$ cat src/rtl/core/sdh_pkg.sv
// sdh_pkg: shared types, widths and constants for the siren detector
// no dependencies; compiled first
package sdh_pkg;

    localparam int MAX_BATCH = 256;

    localparam int CNT_W  = $clog2(MAX_BATCH + 1);
    localparam int SUM_W  = $clog2(MAX_BATCH) + 16;
    localparam int DIV_W  = SUM_W;
    localparam int DVS_W  = CNT_W;
    localparam int DCNT_W = $clog2(DIV_W);

    localparam int CFG_IDX_W = 2;

    localparam logic [15:0] FREQ_LO   = 16'd500;
    localparam logic [15:0] FREQ_HI   = 16'd2000;
    localparam logic [15:0] FREQ_PEAK = 16'd1000;
    localparam logic [20:0] AMP20_MIN = 21'd98304;
    localparam logic [16:0] Q_ONE     = 17'd32768;
    localparam logic [15:0] RUN_MAX   = 16'hffff;
    localparam logic [CNT_W-1:0] BATCH_LIMIT = CNT_W'(MAX_BATCH);

    // 32768*s/1000 = 4096*s/125, taken as (s * FS_RCP) >> FS_RCP_SH, exact for s up to 1000
    localparam logic [22:0] FS_RCP    = 23'd4294968;
    localparam int          FS_RCP_SH = 17;
    // y/17 taken as (y * AS_RCP) >> AS_RCP_SH, exact for any 21-bit y
    localparam logic [21:0] AS_RCP    = 22'd3947581;
    localparam int          AS_RCP_SH = 26;

    localparam logic [15:0] THRESH_RST = 16'd16384;
    localparam logic [15:0] TRIG_RST   = 16'd3;
    localparam logic [15:0] CLEAR_RST  = 16'd3;

    localparam logic [CFG_IDX_W-1:0] CFG_THRESH = 2'd0;
    localparam logic [CFG_IDX_W-1:0] CFG_TRIG   = 2'd1;
    localparam logic [CFG_IDX_W-1:0] CFG_CLEAR  = 2'd2;

    typedef enum logic [3:0] {
        S_IDLE,
        S_FS,
        S_AS,
        S_ACC,
        S_CF_GO,
        S_CF_WAIT,
        S_JUDGE
    } t_state;

    typedef struct packed {
        logic             start;
        logic [DIV_W-1:0] dividend;
        logic [DVS_W-1:0] divisor;
    } t_div_req;

    typedef struct packed {
        logic             done;
        logic [DIV_W-1:0] quot;
    } t_div_rsp;

    typedef struct packed {
        logic        vld;
        logic [15:0] conf;
    } t_judge;

    typedef struct packed {
        logic [15:0] thresh;
        logic [15:0] trig;
        logic [15:0] clear;
    } t_cfg;

endpackage

$ cat src/rtl/core/sdh_div.sv
// sdh_div: restoring divider, one quotient bit per cycle
// depends on sdh_pkg (t_div_req, t_div_rsp, widths)
module sdh_div import sdh_pkg::*; (
    input  logic     i_clk,
    input  logic     i_rst_n,
    input  t_div_req i_req,
    output t_div_rsp o_rsp
);

    logic              r_busy, n_busy;
    logic              r_done, n_done;
    logic [DCNT_W-1:0] r_cnt,  n_cnt;
    logic [DVS_W-1:0]  r_rem,  n_rem;
    logic [DIV_W-1:0]  r_quo,  n_quo;
    logic [DVS_W-1:0]  r_dvs,  n_dvs;

    logic [DVS_W:0] trial;
    logic [DVS_W:0] diff;
    logic           ge;

    assign trial = {r_rem, r_quo[DIV_W-1]};
    assign diff  = trial - {1'b0, r_dvs};
    assign ge    = trial >= {1'b0, r_dvs};

    always_comb begin
        n_busy = r_busy;
        n_done = 1'b0;
        n_cnt  = r_cnt;
        n_rem  = r_rem;
        n_quo  = r_quo;
        n_dvs  = r_dvs;
        if (i_req.start) begin
            n_busy = 1'b1;
            n_cnt  = DCNT_W'(DIV_W - 1);
            n_rem  = '0;
            n_quo  = i_req.dividend;
            n_dvs  = i_req.divisor;
        end else if (r_busy) begin
            // dividend bits shift out the top while quotient bits enter below
            n_rem = ge ? diff[DVS_W-1:0] : trial[DVS_W-1:0];
            n_quo = {r_quo[DIV_W-2:0], ge};
            n_cnt = r_cnt - 1'b1;
            if (r_cnt == '0) begin
                n_busy = 1'b0;
                n_done = 1'b1;
            end
        end
    end

    always_ff @(posedge i_clk) begin
        if (!i_rst_n) begin
            r_busy <= 1'b0;
            r_done <= 1'b0;
            r_cnt  <= '0;
        end else begin
            r_busy <= n_busy;
            r_done <= n_done;
            r_cnt  <= n_cnt;
        end
    end

    always_ff @(posedge i_clk) begin
        r_rem <= n_rem;
        r_quo <= n_quo;
        r_dvs <= n_dvs;
    end

    assign o_rsp.done = r_done;
    assign o_rsp.quot = r_quo;

endmodule

$ cat config.mk
export PLATFORM = sky130hd
export DESIGN_NAME = sdh_div
export DESIGN_NICKNAME = d
export VERILOG_FILES = /design/src/rtl/core/sdh_pkg.sv /design/src/rtl/core/sdh_div.sv
export SDC_FILE = /design/constraint.sdc
export NUM_CORES = 1
export LEC_CHECK = 0
export ABC_AREA = 1
export BUFFER_PORTS_ARGS = -buffer_cell sky130_fd_sc_hd__buf_4
export CORE_ASPECT_RATIO = 0.5
export CORE_MARGIN = 2
export CORE_UTILIZATION = 53
export DETAILED_ROUTE_END_ITERATION = 7
export HOLD_SLACK_MARGIN = 0.02
export MAX_ROUTING_LAYER = met4
export PLACE_DENSITY = 0.88
export SETUP_SLACK_MARGIN = 0.3
export SLEW_MARGIN = 30
export SYNTH_ARGS = -nofsm -noshare
export SYNTH_HDL_FRONTEND = slang
export SYNTH_SLANG_ARGS = --single-unit
$ cat constraint.sdc
create_clock -name i_clk -period 2.5 [get_ports i_clk]
set_input_delay 0.125 -clock i_clk [delete_from_list [all_inputs] [get_ports i_clk]]
set_output_delay 0.125 -clock i_clk [all_outputs]
set_load 0.02 [all_outputs]
# After elaboration in Yosys (flattened, before gate mapping)
# Index checks and enable logic that the tools add are counted.
# word_totals
memories	0
word_cells	25
output_inout_bits	25
input_bits	36
reg_bits	49
latchBits	0
mem_bits_ro	0
mem_bits_rw	0
# classes
order_cmp	1
n_mul	0
bitwise	2
muxes	9
n_addsub	2
n_shift	0
div	0
eq_ne	0
n_reduce_logical	4
# op_table
cell	count
2-to-1 mux 24 bit	2
greater-or-equal comparator 10 x 9 -> 1 bit	1
2-to-1 mux 5 bit	2
2-to-1 mux 9 bit	1
subtractor 9 bit	1
logical NOT 5 bit	1
subtractor 5 x 1 -> 5 bit (second input constant)	1
2-to-1 mux 1 bit	4
OR reduction 3 bit	1
NOT 1 bit	2
nonzero test 2 bit	1
OR reduction 2 bit	1

# Longest topological paths before layout
# Gate-level depths: netlist of the first run.
# depth
ltp_word	4
mapped_depth	13

# Worst setup path before layout of the first run
# Ideal clock, no wire load.
# synth_path
kind	register to register
startpoint	register r_quo[23]
endpoint	register r_quo[0], data pin
period_less_slack_ns	1.946
t_arrival_ns	1.684
path_stages_with_launch	12
slack_ns	0.554
required_time_ns	2.238
path_cell_list	edfxtp_1 > inv_1 > ha_1 > inv_1 > fa_1 > nand2_2 > nand2_2 > nand3_2 > nand2_2 > nand2_2 > buf_6 > a31oi_1
# synth_between
elab_chain_len	3
# synth_lines
element	line_no	source
start: declaration	sdh_div.sv:14	logic [DIV_W-1:0] r_quo, n_quo;
start signal: assignment	sdh_div.sv:64	r_quo <= n_quo;
greater-or-equal comparator 10 x 9 -> 1 bit	sdh_div.sv:23	assign ge = trial >= {1'b0, r_dvs};
2-to-1 mux 24 bit	sdh_div.sv:38	end else if (r_busy) begin
2-to-1 mux 24 bit	sdh_div.sv:32	if (i_req.start) begin
via n_quo[0]	sdh_div.sv:14	
# The timed path passes the listed nets, and every way through them passes these cells. The select of a mux whose other input is x is not followed.
# A chain may end at the register's enable or synchronous reset.

# Final worst setup path of the first run
# layout_path
startpoint	register r_quo[23]
endpoint	register r_rem[2]
# layout_between
elab_chain_len	2
# layout_lines
element	line_no	source
subtractor 9 bit / greater-or-equal comparator 10 x 9 -> 1 bit (equally long branches)	sdh_div.sv:22, sdh_div.sv:23	
2-to-1 mux 9 bit *	sdh_div.sv:40	n_rem = ge ? diff[DVS_W-1:0] : trial[DVS_W-1:0];
end signal: assignment	sdh_div.sv:63	r_rem <= n_rem;
end: declaration	sdh_div.sv:13	logic [DVS_W-1:0] r_rem, n_rem;
# Every way passes the cells marked *; elsewhere a longest branch is shown, timed or not.

==> impl_metrics.env, run 1 <==
export IMPL_crit_buf_inv=2
export IMPL_hold_viol_final=0
export IMPL_antenna_found_initial=0
export IMPL_max_freq_ghz=0.475
export IMPL_post_cts_buffers=0
export IMPL_slowest_stage="fa_1"
export IMPL_nets=414
export IMPL_cp_common_cell="nand2_2"
export IMPL_worst_pin_slew_ns=0.735
export IMPL_drt_pass1_iterations=4
export IMPL_setup_viol=0
export IMPL_first_iter_violations=116
export IMPL_dieWidth_um=101
export IMPL_remaining_drc_errors=0
export IMPL_outcome="complete, no violations"
export IMPL_path_clk_slew_ns=0.09
export IMPL_yosysSeqAreaShare_pct=52.1
export IMPL_power_density_mw_per_mm2=577
export IMPL_grt_use_total_pct=23.4
export IMPL_syn_to_final_growth_pct=27.4
export IMPL_finalPower_mw=1.85
export IMPL_rows=17
export IMPL_ant_nets=0
export IMPL_initial_core_util_pct=56.1
export IMPL_ys_warn_count=0
export IMPL_die_area_mm2=0.00535
export IMPL_whs_ns=0.0589
export IMPL_required_ns=2.75
export IMPL_p_leak_nw=1.63
export IMPL_period_share_pct=84.1
export IMPL_fin_tns_setup_ns=0
export IMPL_drv_cap=0
export IMPL_crit_chain="inv_1, ha_1, inv_1, fa_1, nand2_2, nand2_2, nand3_2, nand2_2, nand2_4, nand2_2, nand2_1, nand3_1, nand2_1"
export IMPL_finClkSkew_ns=0.00966
export IMPL_whs_path_depth=3
export IMPL_critPathKind="flop to flop"
export IMPL_switching_share_pct=27.7
export IMPL_cp_arrival_ns=2.35
export IMPL_viasPerCell=5.04
export IMPL_drive_above_1_share_pct=22.3
export IMPL_slowest_delay_ns=0.43
export IMPL_io_buffer_count=60
export IMPL_gp_congestion=0.926
export IMPL_p_clk_share_pct=25.8
export IMPL_cts_made_buffers=5
export IMPL_combPwrFrac_pct=21.2
export IMPL_fillers=318
export IMPL_clkSinkCount=49
export IMPL_intPower_mw=1.34
export IMPL_path_depth=13
export IMPL_finalMaxSlewViolations=0
export IMPL_hold_class="primary input to flop"
export IMPL_post_route_min_period_ns=2.10
export IMPL_rr_worst_depth=13
export IMPL_clk_latency_ns=0.30
export IMPL_dp_hpwl_mm=3.95
export IMPL_synth_avg_cell_area_um2=8.48
export IMPL_yosysUniqueCellTypes=32
export IMPL_crit_start="r_quo[23]"
export IMPL_antennaDiodeCount=0
export IMPL_grt_overflow=0
export IMPL_io_pins=61
export IMPL_ctsHtreeMaxLevel=2
export IMPL_die_height_um=52.7
export IMPL_netlist_instances=297
export IMPL_grt_max_degree=39
export IMPL_min_delay_start="i_rst_n"
export IMPL_cts_tree="done"
export IMPL_grt_pass1_wl_mm=9.11
export IMPL_num_vias=2187
export IMPL_root_buffer="clkbuf_8"
export IMPL_core_region_area_mm2=0.00449
export IMPL_maxSlewHeadroom_pct=50.8
export IMPL_cp_top_family="simple AND/OR/NAND/NOR gates"
export IMPL_syn_cell_area_mm2=0.00252
export IMPL_clk_path_buf_depth=2
export IMPL_cp_end_kind="flop"
export IMPL_grt_pass1_vias=2030
export IMPL_synth_fp_nets=344
export IMPL_seq_power_share_pct=53.0
export IMPL_rsz0062_at_grt="no"
export IMPL_finalWirelength_mm=5.72
export IMPL_ir_drop_v=0.000402
export IMPL_wl_per_cell_um=13.2
export IMPL_crit_path_start_kind="flop"
export IMPL_p_switching_mw=0.513
export IMPL_ys_ff_latch=49
export IMPL_r2r_start="r_quo[23]"
export IMPL_crit_path_max_fanout=11
[sequential cells by signal (all words and copies together), names as in the netlist]
name	count
r_quo	24
r_dvs	9
r_rem	9
r_cnt	5
r_busy	1
r_done	1
[area by class of cell]
class	count	area, um2	share of cell area, %
Multi-Input combinational cell	204	1030	32.1
Sequential cell	49	1310	40.9
Clock buffer	8	90.1	2.81
Timing Repair Buffer	72	563	17.6
Inverter	35	131	4.10
Tap cell	66	82.6	2.57
[stage by stage]
step | instance area, um2 | worst slack, ns | util (%) | std cells
after floorplan | 2520 | 0.554 | - | 297
after global placement | 3020 | 0.569 | 67.4 | 417
after detailed placement | 3020 | 0.476 | 67.4 | 417
after CTS | 3200 | 0.431 | 71.4 | 434
after global routing | 3210 | 0.311 | 71.5 | 434
final | 3210 | 0.397 | 71.5 | 434
[per-layer routing]
metal  share of wire [%]  track usage (%)
met2                  49             39.1
met5                   0                -
met4                 1.6             9.01
met1                  44             29.3
met3                 5.1             3.73
[synth_stat cells (all sizes together)]
| cell | instances | area, um2 |
|---|---|---|
| nand2 | 134 | 515 |
| inv | 34 | 128 |
| edfxtp | 33 | 991 |
| nand3 | 18 | 95.1 |
| dfxtp | 16 | 320 |
| nor2 | 11 | 51.3 |
| ha | 10 | 125 |
| nand3b | 9 | 67.6 |
| buf | 6 | 38.8 |
| a21oi | 5 | 25.0 |
| nor3 | 4 | 30.0 |
| clkbuf | 3 | 11.3 |
| a31oi | 2 | 12.5 |
| o31ai | 2 | 15.0 |
| xnor2 | 2 | 17.5 |
| a21boi | 1 | 7.51 |
| a221oi | 1 | 8.76 |
| a311oi | 1 | 8.76 |
| clkinv | 1 | 3.75 |
| fa | 1 | 20.0 |
| o211ai | 1 | 7.51 |
| or2 | 1 | 8.76 |
| xor2 | 1 | 8.76 |
[worst paths after layout]
check / to / slack, ns
setup / recovery: r_rem[2] / 0.40
hold / removal: r_cnt[0] / 0.06
setup reg to reg: r_rem[2] / 0.40
hold reg to reg: r_rem[6] / 0.50
[power groups by stage]
| stage | clock network [mW] | logic (mW) | registers, mW |
|---|---|---|---|
| 6_report | 0.477 | 0.392 | 0.981 |
| 2_1_floorplan | 0 | 0.168 | 1.04 |
| 3_5_place_dp | 0 | 0.375 | 0.996 |
| 3_3_place_gp | 0 | 0.361 | 0.995 |
| 4_1_cts | 0.483 | 0.389 | 0.980 |
| 5_1_grt | 0.519 | 0.428 | 0.988 |
[kinds of logic (layout without fill, tap and decap cells)]
family                   count (synthesis)  count (layout)  synth area share (%)
AO/OA/AOI/OAI                           13              13                  3.38
adder cells (fa/ha/maj)                 11              11                  5.77
flip-flops                              49              49                  52.1
buffers and inverters                   44             115                  7.21
XOR/XNOR                                 3               3                  1.04
AND/OR/NAND/NOR                        177             177                  30.5
[timing repair]
| action | CTS | global route |
|---|---|---|
| hold buffers | 9 | 0 |
| resized for setup | 0 | 1 |
| endpoints found under the setup margin | 0 | 9 |
| hold endpoints to repair | 9 | 0 |
[cell usage in the layout, fill, tap and decap left out]
master	Yosys	final
nand3_1	17	17
or2_4	1	1
nand2_1	129	129
nor2_2	1	1
a21boi_0	1	1
a21oi_1	5	5
nor2_1	9	9
dlygate4sd3_1	0	9
nor3_1	2	2
inv_2	2	2
a31oi_1	2	2
clkbuf_8	0	6
o211ai_1	1	1
ha_1	10	10
fa_1	1	1
nand2_2	5	4
dfxtp_1	16	16
buf_4	2	63
edfxtp_1	33	33
inv_1	32	32
nor3_2	2	2
clkbuf_1	3	2
clkinv_1	1	1
xnor2_1	2	2
nand2_4	0	1
nand3_2	1	1
xor2_1	1	1
nand3b_1	9	9
nor2_4	1	1
a311oi_1	1	1
o31ai_1	2	2
a221oi_1	1	1
[worst min-delay path, delay by kind of cell]
kind / cells / cell delay [ns]
AO/OA/AOI/OAI: 1 / 0.06
buffers and inverters: 2 / 0.15
Power figures use the tool's default switching activity.
==> run 2, diff against run 1 <==
--- a/config.mk
+++ b/config.mk
@@ -9,11 +9,11 @@
 export BUFFER_PORTS_ARGS = -buffer_cell sky130_fd_sc_hd__buf_4
 export CORE_ASPECT_RATIO = 0.5
 export CORE_MARGIN = 2
-export CORE_UTILIZATION = 53
+export CORE_UTILIZATION = 48
 export DETAILED_ROUTE_END_ITERATION = 7
 export HOLD_SLACK_MARGIN = 0.02
 export MAX_ROUTING_LAYER = met4
-export PLACE_DENSITY = 0.88
+export PLACE_DENSITY = 0.85
 export SETUP_SLACK_MARGIN = 0.3
 export SLEW_MARGIN = 30
 export SYNTH_ARGS = -nofsm -noshare
==> constraint.sdc (replaced) <==
create_clock -name i_clk -period 1.83 [get_ports i_clk]
set_input_delay 0.0915 -clock i_clk [delete_from_list [all_inputs] [get_ports i_clk]]
set_output_delay 0.0915 -clock i_clk [all_outputs]
set_load 0.02 [all_outputs]
==> run 2 against run 1 <==
The flow now finishes with violations (setup timing). Register-to-register slack worse by 0.53 ns. Clock skew down 0.0055 ns. Core utilization down 3.8 points. Flip-flop and latch count unchanged. Die area up 9.8%. Fmax up 7.4%. Clock-buffer cell count unchanged. Critical path type unchanged. Critical endpoint is now r_rem[6]. Largest power group unchanged.
==> impl_metrics.env, run 2 (synthesis gave the netlist of run 1 again) <==
export IMPL_combPwrFrac_pct=23.3
export IMPL_whs_ns=0.0535
export IMPL_cp_arrival_ns=2.15
export IMPL_power_density_mw_per_mm2=761
export IMPL_largest_register="r_quo"
export IMPL_hold_viol_final=0
export IMPL_violations="setup timing"
export IMPL_seqCellArea_mm2=0.00131
export IMPL_dp_hpwl_mm=3.99
export IMPL_clk_latency_ns=0.30
export IMPL_fillers=348
export IMPL_antennaDiodeCount=0
export IMPL_finalMaxSlewViolations=0
export IMPL_hold_class="primary input to flop"
export IMPL_worst_pin_slew_ns=0.444
export IMPL_grt_max_degree=39
export IMPL_syn_to_final_growth_pct=33.7
export IMPL_drive_above_1_share_pct=26.4
export IMPL_setup_viol=9
export IMPL_io_buffer_count=60
export IMPL_top_regs="r_quo: 24 flops, r_dvs: 9 flops, r_rem: 9 flops"
export IMPL_p_leak_nw=1.67
export IMPL_layout_commonest_cell="nand2_1"
export IMPL_timing_rr_end="r_rem[6]"
export IMPL_rr_worst_depth=13
export IMPL_initial_core_util_pct=50.6
export IMPL_die_height_um=55.2
export IMPL_clkSinkCount=49
export IMPL_maxSlewHeadroom_pct=70.4
export IMPL_rsz0062_at_grt="yes"
export IMPL_grt_overflow=0
export IMPL_first_iter_violations=211
export IMPL_rows=18
export IMPL_seq_power_share_pct=52.5
export IMPL_fin_tns_setup_ns=-0.369
export IMPL_viasPerCell=5.06
export IMPL_critPathKind="flop to flop"
export IMPL_root_buffer="clkbuf_8"
export IMPL_switching_share_pct=29.0
export IMPL_p_clk_share_pct=24.2
export IMPL_cts_made_buffers=5
export IMPL_cts_tree="done"
export IMPL_drt_pass1_iterations=4
export IMPL_cp_end_kind="flop"
export IMPL_final_cell_mix="nand2_1, buf_4, edfxtp_1"
export IMPL_clk_path_buf_depth=2
export IMPL_drv_cap=0
export IMPL_required_ns=2.02
export IMPL_grt_use_total_pct=23.0
export IMPL_placed_area_mm2=0.00305
export IMPL_ant_nets=0
export IMPL_setup_slack_ns=-0.129
export IMPL_final_area_mm2=0.00337
export IMPL_ctsHtreeMaxLevel=2
export IMPL_max_freq_ghz=0.511
export IMPL_regToRegSetupSlack_ns=-0.13
export IMPL_fin_cells=445
export IMPL_crit_start="r_quo[23]"
export IMPL_intPower_mw=1.82
export IMPL_post_route_min_period_ns=1.96
export IMPL_largest_reg_flops=24
export IMPL_multi_input_area_mm2=0.00114
export IMPL_p_switching_mw=0.742
export IMPL_finalWirelength_mm=6.73
export IMPL_ir_drop_v=0.000505
export IMPL_period_share_pct=107
export IMPL_path_clk_slew_ns=0.09
export IMPL_crit_path_max_fanout=3
export IMPL_place_inst=422
export IMPL_gp_congestion=0.868
export IMPL_io_pins=61
export IMPL_grt_pass1_vias=2226
export IMPL_core_region_area_mm2=0.00498
export IMPL_num_vias=2253
export IMPL_grt_pass1_wl_mm=10.4
export IMPL_wl_per_cell_um=15.1
export IMPL_finClkSkew_ns=0.00415
export IMPL_outcome="finished, violations left"
export IMPL_crit_end="r_rem[6]"
export IMPL_crit_path_start_kind="flop"
export IMPL_remaining_drc_errors=0
export IMPL_r2r_start="r_quo[23]"
export IMPL_dieWidth_um=106
export IMPL_nets=421
export IMPL_final_core_utilization_pct=67.6
export IMPL_antenna_found_initial=0
export IMPL_die_area_mm2=0.00588
-- run 2: metal layers --
layer,up-vias,global-route usage (%),part of all wire [%]
met5,-,-,0
met4,0,5.94,1.4
met3,13,6.26,5.9
met2,88,38.9,50
met1,1046,27.6,42
li1,1106,-,-
-- run 2: what timing repair did --
item | 4_1_cts | 5_1_grt
pin swaps | 9 | 6
setup endpoints to repair | 10 | 10
hold buffers | 10 | 0
hold endpoints to repair | 10 | 0
gates cloned | 2 | 0
setup buffers | 3 | 0
gates resized for setup | 10 | 12
-- run 2: area by class of cell --
| cell class | instances | share of cell area (%) |
|---|---|---|
| sequential | 49 | 38.9 |
| multi-input combinational | 206 | 33.9 |
| timing repair buffer | 77 | 18.3 |
| inverter | 35 | 3.90 |
| tap | 70 | 2.60 |
| clock buffer | 8 | 2.38 |
-- run 2: through the flow --
stage	power [mW]	setup WS, ns
floorplan	1.66	-0.0532
global placement	1.86	-0.0328
detailed placement	1.88	-0.116
CTS	2.53	0.0464
global route	2.67	-0.192
finish	2.56	-0.129
-- run 2: power groups by stage --
| stage | clock (mW) | combinational (mW) | sequential, mW |
|---|---|---|---|
| 2_1_floorplan | 0 | 0.230 | 1.43 |
| 3_3_place_gp | 0 | 0.501 | 1.36 |
| 3_5_place_dp | 0 | 0.521 | 1.36 |
| 4_1_cts | 0.625 | 0.560 | 1.34 |
| 5_1_grt | 0.673 | 0.644 | 1.36 |
| 6_report | 0.620 | 0.596 | 1.35 |
-- run 2: worst min-delay path by stage --
stage	start	end	depth (start not counted)
4_1_cts	i_req[15]	r_quo[6]	3
6_report	i_req[15]	r_quo[6]	3
5_1_grt	i_req[15]	r_quo[6]	3
3_3_place_gp	i_req[0]	r_dvs[0]	1
2_1_floorplan	i_req[0]	r_dvs[0]	0
3_5_place_dp	i_req[3]	r_dvs[3]	1
-- run 2: critical path, stage by stage (launching register included) --
cell and delay, ns:
edfxtp_1 0.41, inv_2 0.11, ha_4 0.13, inv_2 0.04, fa_2 0.35, nand2_2 0.10
nand2_4 0.07, nand3_4 0.09, buf_4 0.11, nand3b_1 0.08, nand2_1 0.11, nand2_1 0.08
nand3_1 0.11, nand2_1 0.08
==> run 3, diff against run 2 <==
--- a/config.mk
+++ b/config.mk
@@ -8,13 +8,12 @@
 export ABC_AREA = 1
 export BUFFER_PORTS_ARGS = -buffer_cell sky130_fd_sc_hd__buf_4
 export CORE_ASPECT_RATIO = 0.5
-export CORE_MARGIN = 2
+export CORE_MARGIN = 3
 export CORE_UTILIZATION = 48
 export DETAILED_ROUTE_END_ITERATION = 7
 export HOLD_SLACK_MARGIN = 0.02
 export MAX_ROUTING_LAYER = met4
 export PLACE_DENSITY = 0.85
-export SETUP_SLACK_MARGIN = 0.3
 export SLEW_MARGIN = 30
 export SYNTH_ARGS = -nofsm -noshare
 export SYNTH_HDL_FRONTEND = slang
==> run 3 against run 2 <==
The run still ends with setup timing left. Core utilization is 4.2 points higher. Sequential share of layout area down 0.32 points. First-iteration DRC count is 41% lower. Cell count shrank 0.67%. Non-clock buffer count grew 1. Clock-buffer cell count did not move. Largest power group unchanged.
==> impl_metrics.env, run 3 (synthesis gave the netlist of run 1 again) <==
export IMPL_rows=17
export IMPL_p_clk_share_pct=25.1
export IMPL_grt_pass1_vias=2198
export IMPL_die_area_mm2=0.00620
export IMPL_viasPerCell=5.23
export IMPL_ir_drop_v=0.000558
export IMPL_use_met3_pct=4.41
export IMPL_cp_end_kind="flop"
export IMPL_syn_to_final_growth_pct=34.8
export IMPL_ant_nets=0
export IMPL_clk_latency_ns=0.30
export IMPL_antenna_found_initial=0
export IMPL_rsz0062_at_grt="yes"
export IMPL_drt_pass1_iterations=4
export IMPL_p_switching_mw=0.742
export IMPL_dieWidth_um=108
export IMPL_core_region_area_mm2=0.00472
export IMPL_intPower_mw=1.86
export IMPL_finalMaxSlewViolations=0
export IMPL_violations="setup timing"
export IMPL_worst_pin_slew_ns=0.454
export IMPL_die_height_um=57.2
export IMPL_wl_per_cell_um=15.2
export IMPL_grt_use_total_pct=21.4
export IMPL_power_density_mw_per_mm2=765
export IMPL_initial_core_util_pct=53.3
export IMPL_finalWirelength_mm=6.72
export IMPL_grt_util_met1_pct=25.8
export IMPL_maxSlewHeadroom_pct=69.7
export IMPL_critPathKind="flop to flop"
export IMPL_layout_commonest_cell="nand2_1"
export IMPL_clk_path_buf_depth=2
export IMPL_crit_path_start_kind="flop"
export IMPL_grt_overflow=0
export IMPL_clkSinkCount=49
export IMPL_period_share_pct=102
export IMPL_grt_pass1_wl_mm=10.1
export IMPL_num_vias=2311
export IMPL_antennaDiodeCount=0
export IMPL_busiest_layer="met2"
export IMPL_root_buffer="clkbuf_8"
export IMPL_largest_reg_flops=24
export IMPL_cp_arrival_ns=2.07
export IMPL_crit_path_max_fanout=7
export IMPL_fin_tns_setup_ns=-0.107
export IMPL_gp_congestion=0.803
export IMPL_path_clk_slew_ns=0.09
export IMPL_io_pins=61
export IMPL_hold_viol_final=0
export IMPL_max_freq_ghz=0.534
export IMPL_setup_slack_ns=-0.0434
export IMPL_hold_class="primary input to flop"
export IMPL_drv_cap=0
export IMPL_setup_viol=6
export IMPL_cts_made_buffers=5
export IMPL_finClkSkew_ns=0.00291
export IMPL_switching_share_pct=28.6
export IMPL_cts_tree="done"
export IMPL_io_buffer_count=60
export IMPL_dp_hpwl_mm=4.19
export IMPL_required_ns=2.03
export IMPL_combPwrFrac_pct=23.0
export IMPL_final_core_utilization_pct=71.9
export IMPL_post_route_min_period_ns=1.87
export IMPL_nets=422
export IMPL_first_iter_violations=125
export IMPL_top_regs="r_quo: 24 flops, r_dvs: 9 flops, r_rem: 9 flops"
export IMPL_remaining_drc_errors=0
export IMPL_final_cell_mix="nand2_1, buf_4, edfxtp_1"
export IMPL_ctsHtreeMaxLevel=2
export IMPL_seq_power_share_pct=51.8
export IMPL_largest_register="r_quo"
export IMPL_outcome="finished, violations left"
export IMPL_p_leak_nw=1.69
export IMPL_drive_above_1_share_pct=27.9
export IMPL_use_met2_pct=36.8
export IMPL_grt_max_degree=39
run 3: layer usage:
metal	share of wire [%]	routed length (um)
met1	41	2780
met2	49	3300
met3	6.3	422
met4	3.3	225
met5	0	0
run 3: power groups by stage:
stage / registers (mW) / clock network [mW] / logic, mW
after CTS: 1.34 / 0.652 / 0.563
after global routing: 1.36 / 0.704 / 0.647
after floorplan: 1.43 / 0 / 0.230
after global placement: 1.36 / 0 / 0.503
final: 1.35 / 0.653 / 0.598
after detailed placement: 1.36 / 0 / 0.523
run 3: critical path, stage by stage (launching register included):
cell and delay [ns]:
edfxtp_1 0.42, inv_2 0.10, ha_4 0.13, inv_2 0.04, fa_2 0.35, nand2_2 0.09, nand2_4 0.06, nand3_4 0.08
nand2_4 0.09, nand2_8 0.12, nand3b_1 0.13, nand3_1 0.10, nand2_1 0.06
run 3: cell type report:
type / instances / area (um2)
clock buffers: 8 / 90.1
multi-input cells: 206 / 1150
flip-flops and latches: 49 / 1310
inverters: 35 / 131
fillers: 321 / 1330
well taps: 66 / 82.6
repair buffers: 78 / 624
run 3: final timing paths:
path	startpoint	end	slack, ns	depth (start not counted)
worst max-delay path	r_quo[23]	r_rem[3]	-0.04	12
worst min-delay path	i_rst_n	r_cnt[2]	0.04	3
worst max register to register	r_quo[23]	r_rem[3]	-0.04	12
worst min register to register	r_cnt[4]	r_cnt[4]	0.49	2
run 3: timing repair:
| action | CTS | global route |
|---|---|---|
| pin swaps | 5 | 19 |
| hold buffers | 9 | 0 |
| endpoints found under the hold margin | 9 | 0 |
| setup endpoints to repair | 10 | 10 |
| resized for setup | 10 | 17 |
| buffers inserted | 4 | 0 |
| cloned | 1 | 2 |
run 3: stage by stage:
step	hold slack, ns	area, um2	power [mW]	std cells	worst slack [ns]
finish	0.0442	3390	2.60	442	-0.0434
global route	0.0525	3390	2.71	442	-0.0975
CTS	0.0353	3310	2.56	440	0.0138
detailed placement	0.271	3050	1.89	418	-0.131
global placement	0.270	3050	1.87	418	-0.0294
floorplan	0.190	2520	1.66	297	-0.0532
